==> config.mk <==
export PLATFORM = sky130hd
export DESIGN_NAME = url_authority_splitter_core_flat
export DESIGN_NICKNAME = d
export VERILOG_FILES = /design/src/rtl/core/uas_pkg.sv /design/src/rtl/core/uas_if.sv /design/src/rtl/core/uas_parser.sv /design/src/rtl/core/url_authority_splitter_core.sv /design/src/flat_wrapper.sv
export SDC_FILE = /design/constraint.sdc
export NUM_CORES = 1
export LEC_CHECK = 0
export ABC_AREA = 1
export CAP_MARGIN = 25
export CORE_MARGIN = 2
export CORE_UTILIZATION = 40
export DETAILED_ROUTE_END_ITERATION = 6
export DONT_BUFFER_PORTS = 1
export PLACE_DENSITY = 0.63
export SETUP_SLACK_MARGIN = 0.1
export SYNTH_ARGS = -nofsm -noshare
export SYNTH_HDL_FRONTEND = slang
export SYNTH_SLANG_ARGS = --single-unit
==> constraint.sdc <==
create_clock -name clk -period 9.4 [get_ports clk]
set_input_delay 1.88 -clock clk [delete_from_list [all_inputs] [get_ports clk]]
set_output_delay 1.88 -clock clk [all_outputs]
set_load 0.02 [all_outputs]
==> src/rtl/core/uas_pkg.sv <==
// Shared types and character constants for the URL authority splitter.
`default_nettype none

package uas_pkg;

    typedef enum logic [1:0] {
        PH_SCHEME,
        PH_HOST,
        PH_PORT,
        PH_URI
    } phase_t;

    typedef enum logic [2:0] {
        ERR_OK        = 3'd0,
        ERR_NO_SEP    = 3'd1,
        ERR_HOST_CHAR = 3'd2,
        ERR_SCHEME    = 3'd3,
        ERR_TOO_LONG  = 3'd4
    } err_t;

    localparam int unsigned LEN_W  = 13;
    localparam int unsigned PORT_W = 16;

    localparam logic [7:0] CH_SLASH    = 8'h2F;
    localparam logic [7:0] CH_QUESTION = 8'h3F;
    localparam logic [7:0] CH_HASH     = 8'h23;
    localparam logic [7:0] CH_COLON    = 8'h3A;
    localparam logic [7:0] CH_DOT      = 8'h2E;
    localparam logic [7:0] CH_DASH     = 8'h2D;
    localparam logic [7:0] CH_ZERO     = 8'h30;
    localparam logic [7:0] CH_NINE     = 8'h39;
    localparam logic [7:0] CH_LOWER_A  = 8'h61;
    localparam logic [7:0] CH_LOWER_Z  = 8'h7A;
    localparam logic [7:0] CH_LOWER_S  = 8'h73;

    // "http", one character per position
    localparam int unsigned HTTP_LEN  = 4;
    localparam int unsigned HTTPS_LEN = 5;
    localparam logic [7:0] HTTP_WORD [HTTP_LEN] = '{8'h68, 8'h74, 8'h74, 8'h70};

    localparam logic [PORT_W-1:0] PORT_HTTP  = 16'd80;
    localparam logic [PORT_W-1:0] PORT_HTTPS = 16'd443;

    // Parse state after the byte just taken, as seen by the result logic
    typedef struct packed {
        logic              too_long;
        logic              sep_seen;
        logic [LEN_W-1:0]  url_len;
        logic [LEN_W-1:0]  scheme_len;
        logic              scheme_len_http;
        logic              scheme_len_https;
        logic              http_prefix_ok;
        logic              https_tail_ok;
        logic [LEN_W-1:0]  host_len;
        logic [LEN_W-1:0]  domain_len;
        logic [PORT_W-1:0] port_acc;
        logic              colon_seen;
        logic              host_bad;
    } uas_summary_t;

endpackage

`default_nettype wire

==> src/rtl/core/uas_if.sv <==
// Channel interfaces: URL bytes in, authority results out.
`default_nettype none

interface uas_byte_if;
    import uas_pkg::*;

    logic       valid;
    logic       ready;
    logic [7:0] url_byte;
    logic       last_byte;

    modport source (output valid, output url_byte, output last_byte, input ready);
    modport sink (input valid, input url_byte, input last_byte, output ready);
    modport monitor (input valid, input url_byte, input last_byte, input ready);
endinterface

interface uas_result_if;
    import uas_pkg::*;

    logic              valid;
    logic              ready;
    logic [LEN_W-1:0]  scheme_length;
    logic [LEN_W-1:0]  host_length;
    logic [LEN_W-1:0]  domain_length;
    logic [PORT_W-1:0] port_number;
    logic              port_explicit;
    logic [LEN_W-1:0]  uri_start;
    logic [LEN_W-1:0]  url_length;
    logic [2:0]        error_code;

    modport source (
        output valid, output scheme_length, output host_length, output domain_length,
        output port_number, output port_explicit, output uri_start, output url_length,
        output error_code, input ready
    );
    modport sink (
        input valid, input scheme_length, input host_length, input domain_length,
        input port_number, input port_explicit, input uri_start, input url_length,
        input error_code, output ready
    );
    modport monitor (
        input valid, input scheme_length, input host_length, input domain_length,
        input port_number, input port_explicit, input uri_start, input url_length,
        input error_code, input ready
    );
endinterface

`default_nettype wire

==> src/rtl/core/uas_parser.sv <==
// Per-byte parse state: scheme, host, port digits and lengths.
`default_nettype none

module uas_parser
    import uas_pkg::*;
#(
    parameter int unsigned MAX_URL_LENGTH = 4096
) (
    input  wire logic         clk,
    input  wire logic         rst_n,
    input  wire logic         take,
    input  wire logic [7:0]   url_byte,
    input  wire logic         last_byte,
    output uas_summary_t      summary
);

    localparam int unsigned PW = $clog2(MAX_URL_LENGTH + 2);
    localparam logic [PW-1:0] POS_LIMIT = PW'(MAX_URL_LENGTH);
    localparam logic [PW-1:0] POS_OVER  = PW'(MAX_URL_LENGTH + 1);

    logic [PW-1:0]     pos_reg, pos_next;
    phase_t            phase_reg, phase_next;
    logic [7:0]        prev0_reg, prev0_next;
    logic [7:0]        prev1_reg, prev1_next;
    logic              http_ok_reg, http_ok_next;
    logic              tail_ok_reg, tail_ok_next;
    logic [PW-1:0]     scheme_len_reg, scheme_len_next;
    logic [LEN_W-1:0]  domain_len_reg, domain_len_next;
    logic [LEN_W-1:0]  host_len_reg, host_len_next;
    logic [PORT_W-1:0] port_acc_reg, port_acc_next;
    logic              digits_ended_reg, digits_ended_next;
    logic              colon_reg, colon_next;
    logic              host_bad_reg, host_bad_next;

    logic              in_range;
    logic              is_end;
    logic              is_colon;
    logic              is_digit;
    logic              host_ok;
    logic              sep_found;
    logic [PW+LEN_W-1:0] pos_wide;
    logic [PW+LEN_W-1:0] scheme_wide;

    assign in_range = pos_reg < POS_LIMIT;
    assign is_end   = (url_byte == CH_SLASH) || (url_byte == CH_QUESTION)
                   || (url_byte == CH_HASH);
    assign is_colon = url_byte == CH_COLON;
    assign is_digit = (url_byte >= CH_ZERO) && (url_byte <= CH_NINE);
    assign host_ok  = ((url_byte >= CH_LOWER_A) && (url_byte <= CH_LOWER_Z)) || is_digit
                   || (url_byte == CH_DOT) || (url_byte == CH_DASH);
    assign sep_found = in_range && (phase_reg == PH_SCHEME) && (url_byte == CH_SLASH)
                    && (prev0_reg == CH_SLASH) && (prev1_reg == CH_COLON);

    // Phase transitions
    always_comb
    begin
        phase_next = phase_reg;
        if (in_range)
        begin
            unique case (phase_reg)
                PH_SCHEME:
                begin
                    if (sep_found)
                        phase_next = PH_HOST;
                end
                PH_HOST:
                begin
                    if (is_end)
                        phase_next = PH_URI;
                    else if (is_colon)
                        phase_next = PH_PORT;
                end
                PH_PORT:
                begin
                    if (is_end)
                        phase_next = PH_URI;
                end
                PH_URI:
                begin
                    phase_next = PH_URI;
                end
            endcase
        end
    end

    // Datapath updates for the byte on the input
    always_comb
    begin
        pos_next          = in_range ? pos_reg + PW'(1) : POS_OVER;
        prev0_next        = prev0_reg;
        prev1_next        = prev1_reg;
        http_ok_next      = http_ok_reg;
        tail_ok_next      = tail_ok_reg;
        scheme_len_next   = scheme_len_reg;
        domain_len_next   = domain_len_reg;
        host_len_next     = host_len_reg;
        port_acc_next     = port_acc_reg;
        digits_ended_next = digits_ended_reg;
        colon_next        = colon_reg;
        host_bad_next     = host_bad_reg;
        if (in_range)
        begin
            unique case (phase_reg)
                PH_SCHEME:
                begin
                    if ((pos_reg < PW'(HTTP_LEN)) && (url_byte != HTTP_WORD[pos_reg[1:0]]))
                        http_ok_next = 1'b0;
                    if (pos_reg == PW'(HTTP_LEN))
                        tail_ok_next = url_byte == CH_LOWER_S;
                    if (sep_found)
                        scheme_len_next = pos_reg - PW'(2);
                    prev1_next = prev0_reg;
                    prev0_next = url_byte;
                end
                PH_HOST:
                begin
                    if (!is_end)
                    begin
                        domain_len_next = domain_len_reg + LEN_W'(1);
                        if (is_colon)
                            colon_next = 1'b1;
                        else
                        begin
                            host_len_next = host_len_reg + LEN_W'(1);
                            if (!host_ok)
                                host_bad_next = 1'b1;
                        end
                    end
                end
                PH_PORT:
                begin
                    if (!is_end)
                    begin
                        domain_len_next = domain_len_reg + LEN_W'(1);
                        if (!digits_ended_reg)
                        begin
                            if (is_digit)
                                // times ten as 8x + 2x, wrapping at 16 bits
                                port_acc_next = (port_acc_reg << 3) + (port_acc_reg << 1)
                                              + PORT_W'(url_byte - CH_ZERO);
                            else
                                digits_ended_next = 1'b1;
                        end
                    end
                end
                PH_URI:
                begin
                    port_acc_next = port_acc_reg;
                end
            endcase
        end
    end

    always_ff @(posedge clk or negedge rst_n)
    begin
        if (!rst_n)
        begin
            pos_reg          <= '0;
            phase_reg        <= PH_SCHEME;
            prev0_reg        <= '0;
            prev1_reg        <= '0;
            http_ok_reg      <= 1'b1;
            tail_ok_reg      <= 1'b0;
            scheme_len_reg   <= '0;
            domain_len_reg   <= '0;
            host_len_reg     <= '0;
            port_acc_reg     <= '0;
            digits_ended_reg <= 1'b0;
            colon_reg        <= 1'b0;
            host_bad_reg     <= 1'b0;
        end
        else if (take)
        begin
            if (last_byte)
            begin
                pos_reg          <= '0;
                phase_reg        <= PH_SCHEME;
                prev0_reg        <= '0;
                prev1_reg        <= '0;
                http_ok_reg      <= 1'b1;
                tail_ok_reg      <= 1'b0;
                scheme_len_reg   <= '0;
                domain_len_reg   <= '0;
                host_len_reg     <= '0;
                port_acc_reg     <= '0;
                digits_ended_reg <= 1'b0;
                colon_reg        <= 1'b0;
                host_bad_reg     <= 1'b0;
            end
            else
            begin
                pos_reg          <= pos_next;
                phase_reg        <= phase_next;
                prev0_reg        <= prev0_next;
                prev1_reg        <= prev1_next;
                http_ok_reg      <= http_ok_next;
                tail_ok_reg      <= tail_ok_next;
                scheme_len_reg   <= scheme_len_next;
                domain_len_reg   <= domain_len_next;
                host_len_reg     <= host_len_next;
                port_acc_reg     <= port_acc_next;
                digits_ended_reg <= digits_ended_next;
                colon_reg        <= colon_next;
                host_bad_reg     <= host_bad_next;
            end
        end
    end

    assign pos_wide    = {{LEN_W{1'b0}}, pos_next};
    assign scheme_wide = {{LEN_W{1'b0}}, scheme_len_next};

    assign summary.too_long         = pos_next > POS_LIMIT;
    assign summary.sep_seen         = phase_next != PH_SCHEME;
    assign summary.url_len          = pos_wide[LEN_W-1:0];
    assign summary.scheme_len       = scheme_wide[LEN_W-1:0];
    assign summary.scheme_len_http  = scheme_len_next == PW'(HTTP_LEN);
    assign summary.scheme_len_https = scheme_len_next == PW'(HTTPS_LEN);
    assign summary.http_prefix_ok   = http_ok_next;
    assign summary.https_tail_ok    = tail_ok_next;
    assign summary.host_len         = host_len_next;
    assign summary.domain_len       = domain_len_next;
    assign summary.port_acc         = port_acc_next;
    assign summary.colon_seen       = colon_next;
    assign summary.host_bad         = host_bad_next;

endmodule

`default_nettype wire

==> src/rtl/core/url_authority_splitter_core.sv <==
// Top level of the URL authority splitter: byte parser plus result register.
// Throughput: one URL byte per cycle, sustained, with results taken as offered.
// Latency: the result for a URL is valid the cycle after its last byte is accepted.
// A byte is refused only while a finished result sits unclaimed in the result register.
// Reset (rst_n low, asynchronous) returns the parser to the scheme phase and drops
// any pending result; the block is ready for the first byte straight after reset.
`default_nettype none

module url_authority_splitter_core
    import uas_pkg::*;
#(
    parameter int unsigned MAX_URL_LENGTH = 4096
) (
    input  wire logic    clk,
    input  wire logic    rst_n,
    uas_byte_if.sink     url,
    uas_result_if.source result
);

    uas_summary_t      summary;
    logic              take;
    logic              finish;

    logic              valid_reg;
    logic [LEN_W-1:0]  scheme_len_reg, scheme_len_next;
    logic [LEN_W-1:0]  host_len_reg, host_len_next;
    logic [LEN_W-1:0]  domain_len_reg, domain_len_next;
    logic [PORT_W-1:0] port_reg, port_next;
    logic              explicit_reg, explicit_next;
    logic [LEN_W-1:0]  uri_start_reg, uri_start_next;
    logic [LEN_W-1:0]  url_len_reg, url_len_next;
    err_t              err_reg, err_next;

    // Free to take a request unless the result register is full and stalled
    assign url.ready = !valid_reg || result.ready;
    assign take      = url.valid && url.ready;
    assign finish    = take && url.last_byte;

    uas_parser #(
        .MAX_URL_LENGTH (MAX_URL_LENGTH)
    ) u_parser (
        .clk       (clk),
        .rst_n     (rst_n),
        .take      (take),
        .url_byte  (url.url_byte),
        .last_byte (url.last_byte),
        .summary   (summary)
    );

    // Result fields from the state after the last byte.
    // Too long wins over everything and zeroes all but the length;
    // a missing "://" zeroes everything but the length too.
    always_comb
    begin
        scheme_len_next = '0;
        host_len_next   = '0;
        domain_len_next = '0;
        port_next       = '0;
        explicit_next   = 1'b0;
        uri_start_next  = '0;
        url_len_next    = summary.url_len;
        err_next        = ERR_OK;
        priority if (summary.too_long)
        begin
            url_len_next = LEN_W'(MAX_URL_LENGTH);
            err_next     = ERR_TOO_LONG;
        end
        else if (!summary.sep_seen)
        begin
            err_next = ERR_NO_SEP;
        end
        else
        begin
            scheme_len_next = summary.scheme_len;
            host_len_next   = summary.host_len;
            domain_len_next = summary.domain_len;
            explicit_next   = summary.colon_seen;
            uri_start_next  = summary.scheme_len + LEN_W'(3) + summary.domain_len;
            // explicit port first, then the scheme defaults
            priority if (summary.colon_seen)
                port_next = summary.port_acc;
            else if (summary.http_prefix_ok && summary.scheme_len_http)
                port_next = PORT_HTTP;
            else if (summary.http_prefix_ok && summary.https_tail_ok
                     && summary.scheme_len_https)
                port_next = PORT_HTTPS;
            else
                err_next = ERR_SCHEME;
            // a bad host character outranks an unknown scheme
            if (summary.host_bad)
                err_next = ERR_HOST_CHAR;
        end
    end

    always_ff @(posedge clk or negedge rst_n)
    begin
        if (!rst_n)
            valid_reg <= 1'b0;
        else if (finish)
            valid_reg <= 1'b1;
        else if (result.ready)
            valid_reg <= 1'b0;
    end

    // Payload needs no reset; it is loaded alongside the valid flag
    always_ff @(posedge clk)
    begin
        if (finish)
        begin
            scheme_len_reg <= scheme_len_next;
            host_len_reg   <= host_len_next;
            domain_len_reg <= domain_len_next;
            port_reg       <= port_next;
            explicit_reg   <= explicit_next;
            uri_start_reg  <= uri_start_next;
            url_len_reg    <= url_len_next;
            err_reg        <= err_next;
        end
    end

    assign result.valid         = valid_reg;
    assign result.scheme_length = scheme_len_reg;
    assign result.host_length   = host_len_reg;
    assign result.domain_length = domain_len_reg;
    assign result.port_number   = port_reg;
    assign result.port_explicit = explicit_reg;
    assign result.uri_start     = uri_start_reg;
    assign result.url_length    = url_len_reg;
    assign result.error_code    = err_reg;

endmodule

`default_nettype wire

==> src/flat_wrapper.sv <==
// flat-port wrapper written by rule: the top's interface ports become plain ports
module url_authority_splitter_core_flat import uas_pkg::*;
#(
    parameter int unsigned MAX_URL_LENGTH = 4096
)
  (clk, rst_n, url_valid, url_url_byte, url_last_byte, url_ready, result_valid, result_scheme_length, result_host_length, result_domain_length, result_port_number, result_port_explicit, result_uri_start, result_url_length, result_error_code, result_ready);
  uas_byte_if url_i ();
  uas_result_if result_i ();
  input  wire logic clk;
  input  wire logic rst_n;
  input wire logic [$bits(url_i.valid)-1:0] url_valid;
  input wire logic [$bits(url_i.url_byte)-1:0] url_url_byte;
  input wire logic [$bits(url_i.last_byte)-1:0] url_last_byte;
  output wire logic [$bits(url_i.ready)-1:0] url_ready;
  output wire logic [$bits(result_i.valid)-1:0] result_valid;
  output wire logic [$bits(result_i.scheme_length)-1:0] result_scheme_length;
  output wire logic [$bits(result_i.host_length)-1:0] result_host_length;
  output wire logic [$bits(result_i.domain_length)-1:0] result_domain_length;
  output wire logic [$bits(result_i.port_number)-1:0] result_port_number;
  output wire logic [$bits(result_i.port_explicit)-1:0] result_port_explicit;
  output wire logic [$bits(result_i.uri_start)-1:0] result_uri_start;
  output wire logic [$bits(result_i.url_length)-1:0] result_url_length;
  output wire logic [$bits(result_i.error_code)-1:0] result_error_code;
  input wire logic [$bits(result_i.ready)-1:0] result_ready;
  assign url_i.valid = url_valid;
  assign url_i.url_byte = url_url_byte;
  assign url_i.last_byte = url_last_byte;
  assign url_ready = url_i.ready;
  assign result_valid = result_i.valid;
  assign result_scheme_length = result_i.scheme_length;
  assign result_host_length = result_i.host_length;
  assign result_domain_length = result_i.domain_length;
  assign result_port_number = result_i.port_number;
  assign result_port_explicit = result_i.port_explicit;
  assign result_uri_start = result_i.uri_start;
  assign result_url_length = result_i.url_length;
  assign result_error_code = result_i.error_code;
  assign result_i.ready = result_ready;
  url_authority_splitter_core #(.MAX_URL_LENGTH(MAX_URL_LENGTH)) u_core (.clk(clk), .rst_n(rst_n), .url(url_i), .result(result_i));
endmodule
# Yosys cells after proc, flatten, opt, wreduce, memory -nomap -nowiden
# Index checks and enable logic that the tools add are counted.
dict set report word_totals {
  reg_bits 177
  latchBits 0
  ramBits 0
  mem_bits_ro 0
  out_inout_bits 87
  n_memories 0
}
dict set report classes {
  add_sub_neg 9
  multipliers 0
  div 0
  order_cmp 8
  eq_ne 17
  shifts 0
  muxes 72
  bitwise_logic 2
  n_reduce_logical 29
}
# operator n
set ops {}
lappend ops {{2-to-1 mux 13 bit} 15}
lappend ops {{2-to-1 mux 16 bit} 8}
lappend ops {{equality test 8 x 6 -> 1 bit (second input constant)} 8}
lappend ops {{2-to-1 mux 8 bit} 8}
lappend ops {{adder 13 x 1 -> 13 bit (second input constant)} 3}
lappend ops {{equality test 13 x 3 -> 1 bit (second input constant)} 3}
lappend ops {{adder 16 bit} 2}
lappend ops {{2-to-1 mux 1 bit} 27}
lappend ops {{binary-select mux 8 bit (select 2 bit)} 1}
lappend ops {{2-to-1 mux 2 bit} 7}
lappend ops {{adder 13 bit} 1}
lappend ops {{adder 13 x 2 -> 13 bit (second input constant)} 1}
lappend ops {{greater-than comparator 13 bit (second input constant)} 1}
lappend ops {{< comparator 13 bit (second input constant)} 1}
lappend ops {{< comparator 13 x 3 -> 1 bit (second input constant)} 1}
lappend ops {{subtractor 13 x 2 -> 13 bit (second input constant)} 1}
lappend ops {{logical AND 1 bit} 12}
lappend ops {{2-to-1 mux 3 bit} 4}
lappend ops {{nonzero test 2 bit} 5}
lappend ops {{2-to-1 mux 9 bit} 1}
lappend ops {{subtractor 8 x 6 -> 9 bit (second input constant)} 1}
lappend ops {{equality test 8 x 7 -> 1 bit (second input constant)} 1}
lappend ops {{>= comparator 8 x 6 -> 1 bit (second input constant)} 1}
lappend ops {{>= comparator 8 x 7 -> 1 bit (second input constant)} 1}
lappend ops {{other kinds (16)} 23}

# Depth between registers and ports, before layout
dict set report depth {
  ltp_word 16
  ltp_mapped 24
}

# Cells and area by module
# From an unflattened synthesis, not the netlist that was laid out.
dict set report hier_totals {
  cells_unflattened 1366
  area_unflattened_um2 10772.8
}
# module n_inst cells_each area_per_inst_um2 seq_area_each_um2
set modules_own_cells {}
lappend modules_own_cells {uas_parser 1 955 6661.4 2278.4}
lappend modules_own_cells {url_authority_splitter_core 1 411 4111.4 2577.5}

# Worst setup path after synthesis
# No wires, ideal clock.
dict set report synth_path {
  path_kind {input to register}
  startpoint {input port result_ready}
  endpoint {register u_core.u_parser.colon_reg}
  arrival_time_ns 6.528
  required_time_ns 9.246
  path_slack_ns 2.718
  stages 7
  path_buffers 0
  cell_sequence {inv_1 -> nand2_1 -> nand2_1 -> nor2_1 -> inv_1 -> o21ai_0 -> nor2_1}
}
dict set report synth_between {
  elab_chain_cells 2
}
# item line_no
set synth_rtl {}
lappend synth_rtl {{from (decl)} flat_wrapper.sv:24} ;# input wire logic [$bits(result_i.ready)-1:0] result_ready;
lappend synth_rtl {{logical OR 1 bit} url_authority_splitter_core.sv:35} ;# assign url.ready = !valid_reg || result.ready;
lappend synth_rtl {{named net url_ready} flat_wrapper.sv:14} ;# output wire logic [$bits(url_i.ready)-1:0] url_ready;
lappend synth_rtl {{logical AND 1 bit} url_authority_splitter_core.sv:36} ;# assign take = url.valid && url.ready;
lappend synth_rtl {{to (signal assigned)} uas_parser.sv:203} ;# colon_reg <= colon_next;
lappend synth_rtl {{to (decl)} uas_parser.sv:32} ;# logic colon_reg, colon_next;
# The timed path passes the listed nets, and every way through them passes these cells.
# A chain may end at the register's enable or synchronous reset.

==> qor.yml <==
grt_setup_unrepaired: "false"
synth_xor_area_share_pct: 3.25
yosysWarnings: 0
cp_data_required_time_ps: 9680
route.detailed.drc: 0
wl_per_cell_um: 16.3
grt_pass1_vias: 7678
overflow: 0
drive_gt1_share_pct: 10.8
synth_area_per_cell_um2: 8.98
final_nets: 1244
clk_latency_ps: 440
power_frac_seq_pct: 37.8
layout_setup_ws_ps: 4360
rows: 59
power_switching_mw: 1.04
max-vdd-ir-drop_uv: 256
synth_cell_types: 55
crit_arrival_ps: 5320
ant_nets: 0
synthSimpleGateAreaFrac_pct: 22.5
syn_nets: 1248
vias: 7803
setup.worst_path.class: "input port to flip-flop"
swShare_pct: 39.7
die_h_um: 166
layout_commonest_cell: "nand2_1"
synthMuxAreaShare_pct: 0
post-place-ws_ps: 3970
hold_viol_final: 0
antennaDiodeCount: 0
areaGrowthSynthToFinish_pct: 8.86
instances_no_fill: 1514
clock_skew_ps: 11.1
hp-start: "u_core.u_parser.scheme_len_reg[2]"
slew_headroom_pct: 36.6
seqCellArea_um2: 4860
clk_pin_slew_ps: 80
hold_buffers: 0
setup_viol: 0
cts_tree: "built"
drtPass1Iterations: 5
synth-edff-count: 85
grt_usage_pct: 18.2
grt_max_degree: 93
hold_path.class: "flip-flop to flip-flop"
placed_area_um2: 10800
max_freq_mhz: 198
ys_ff_latch: 177
power_density_nw_per_um2: 229
cts_root_buf: "clkbuf_16"
maxCapViolations: 0
post_drt_via_cell_ratio: 5.15
fillers: 2506
dpl.cell_count: 1481
seq_area_frac_synth_pct: 46.2
p_comb_share_pct: 32.5
synth_fa_ha_area_share_pct: 8.74
synth-compound-area-share_pct: 10.9
die_w_um: 166
cts_resized: 0
design.core.area_um2: 25900
leakage_nw: 5.10
clock-sinks: 177
cts_buffers: 17
postLayoutCellArea_um2: 11400
grt_pass1_wl_um: 40400
mappedNetlistArea_um2: 10500
timing.rr.start: "u_core.u_parser.phase_reg[1]"
multi_input_area_um2: 4780
hold_slack_ps: 494
syn-instance-count: 1170
critPathMaxFanout: 7
dp_hpwl_um: 17400
finalSetupTns_ps: 0
crit_path_start_kind: "input port"
worstMarginPinSlew_ps: 951
cts_setup_buffers: 0
antenna_found_initial: 0
end_kind: "flip-flop"
drt_iter0_drc: 544
fin_crit_sh_pct: 53.6
gp_congestion: 0.869
run_status: "finished clean"
startpoint: "url_url_byte[4]"
synthFlopType: "dfrtp_1"
wl_um: 24700
dieArea_um2: 27600
async_reset_ff_share_pct: 52.0
slew_violations: 0
synth_top_family_by_area: "simple AND/OR/NAND/NOR gates"
clockBufferDepth: 2
final_cell_mix: "208 x nand2_1, 173 x inv_1, 98 x nor2_1"
htreeDepth: 4
clkPwrFrac_pct: 29.6
min_period_ps: 5040
p_int_mw: 1.58
port_buffers: 0
ios: 100
start_util_pct: 40.6
## cell type report
class	count	share of cell area (%)
Timing Repair Buffer	7	0.525
Inverter	185	6.11
Multi-Input combinational cell	778	41.7
Tap cell	335	3.66
Sequential cell	177	42.4
Clock buffer	17	3.72
Clock inverter	15	1.79
## logic make-up after synthesis
logic type / count (synthesis)
buffers and inverters: 215
AND/OR/NAND/NOR: 475
XOR/XNOR: 39
flip-flops: 177
AO/OA/AOI/OAI: 199
adder cells (fa/ha/maj): 65
## synth_stat cells, types with 3 or more instances
master,count,share of area (%)
nand2_1,208,7.4
nor4_1,3,0.18
xor2_1,32,2.7
ha_1,51,6.1
clkbuf_1,16,0.57
clkinv_1,3,0.11
nand3_2,6,0.57
o21ai_1,4,0.19
buf_2,6,0.29
nand4_1,17,1.0
nor2_2,18,1.1
nand3b_1,3,0.21
nand2_2,14,0.83
xnor2_1,7,0.58
o21a_1,3,0.21
nor2_1,99,3.5
o21ai_0,62,3.0
nand2_4,5,0.54
inv_2,7,0.25
inv_1,174,6.2
dfrtp_1,91,22
a31oi_1,4,0.24
a21oi_1,46,2.2
nor3_1,15,0.71
nor2_4,25,2.7
edfxtp_1,85,24
o22ai_1,64,3.8
nand3_1,53,2.5
fa_1,14,2.7
## critical path: stages
cell and delay [ps]:
inv_1 60, ha_1 240, inv_1 60, nor2_1 70, nand2_1 90, nand2_2 110
nor2_4 140, nand2_2 140, nor2_1 200, nand2_1 90, nor2_1 120, xor2_1 240
inv_1 70, ha_1 280, ha_1 350, inv_1 80, nor3_1 190, a21oi_1 120
o21ai_0 290, a21oi_1 120, o21bai_1 170, o21ai_0 90, a21oi_1 140
## path summary, 6_finish.rpt
path	end	slack (ps)	depth (start not counted)
min in group asynchronous	u_core.u_parser.port_acc_reg[0]	1130	0
hold reg to reg	u_core.u_parser.scheme_len_reg[2]	490	2
setup reg to reg	u_core.result.uri_start[10]	5490	21
hold / removal	u_core.u_parser.scheme_len_reg[2]	490	2
max in group asynchronous	u_core.u_parser.http_ok_reg	8050	0
setup / recovery	u_core.result.uri_start[11]	4360	23
## routing by layer
layer | vias up | GRT usage [%] | part of all wire [%]
met5 | - | 0 | 0
met4 | 0 | 5.26 | 1.3
met3 | 20 | 3.27 | 4.6
met2 | 175 | 31.6 | 49
met1 | 3739 | 23.4 | 45
li1 | 3869 | - | -
## power by group through the flow
stage,Combinational [mW],Sequential [mW],Clock (mW)
2_1_floorplan,0.786,0.995,0
3_3_place_gp,0.850,1.00,0
3_5_place_dp,0.858,1.01,0
4_1_cts,0.863,0.991,0.792
5_1_grt,0.965,1.00,0.818
6_report,0.852,0.991,0.776
## per-stage QoR
stage	power, mW	util (%)
5_1_grt	2.78	44.2
3_3_place_gp	1.85	41.6
2_1_floorplan	1.78	-
6_report	2.62	44.2
4_1_cts	2.65	44.1
3_5_place_dp	1.87	41.7
Note: power is estimated with default switching activity, not from simulation.
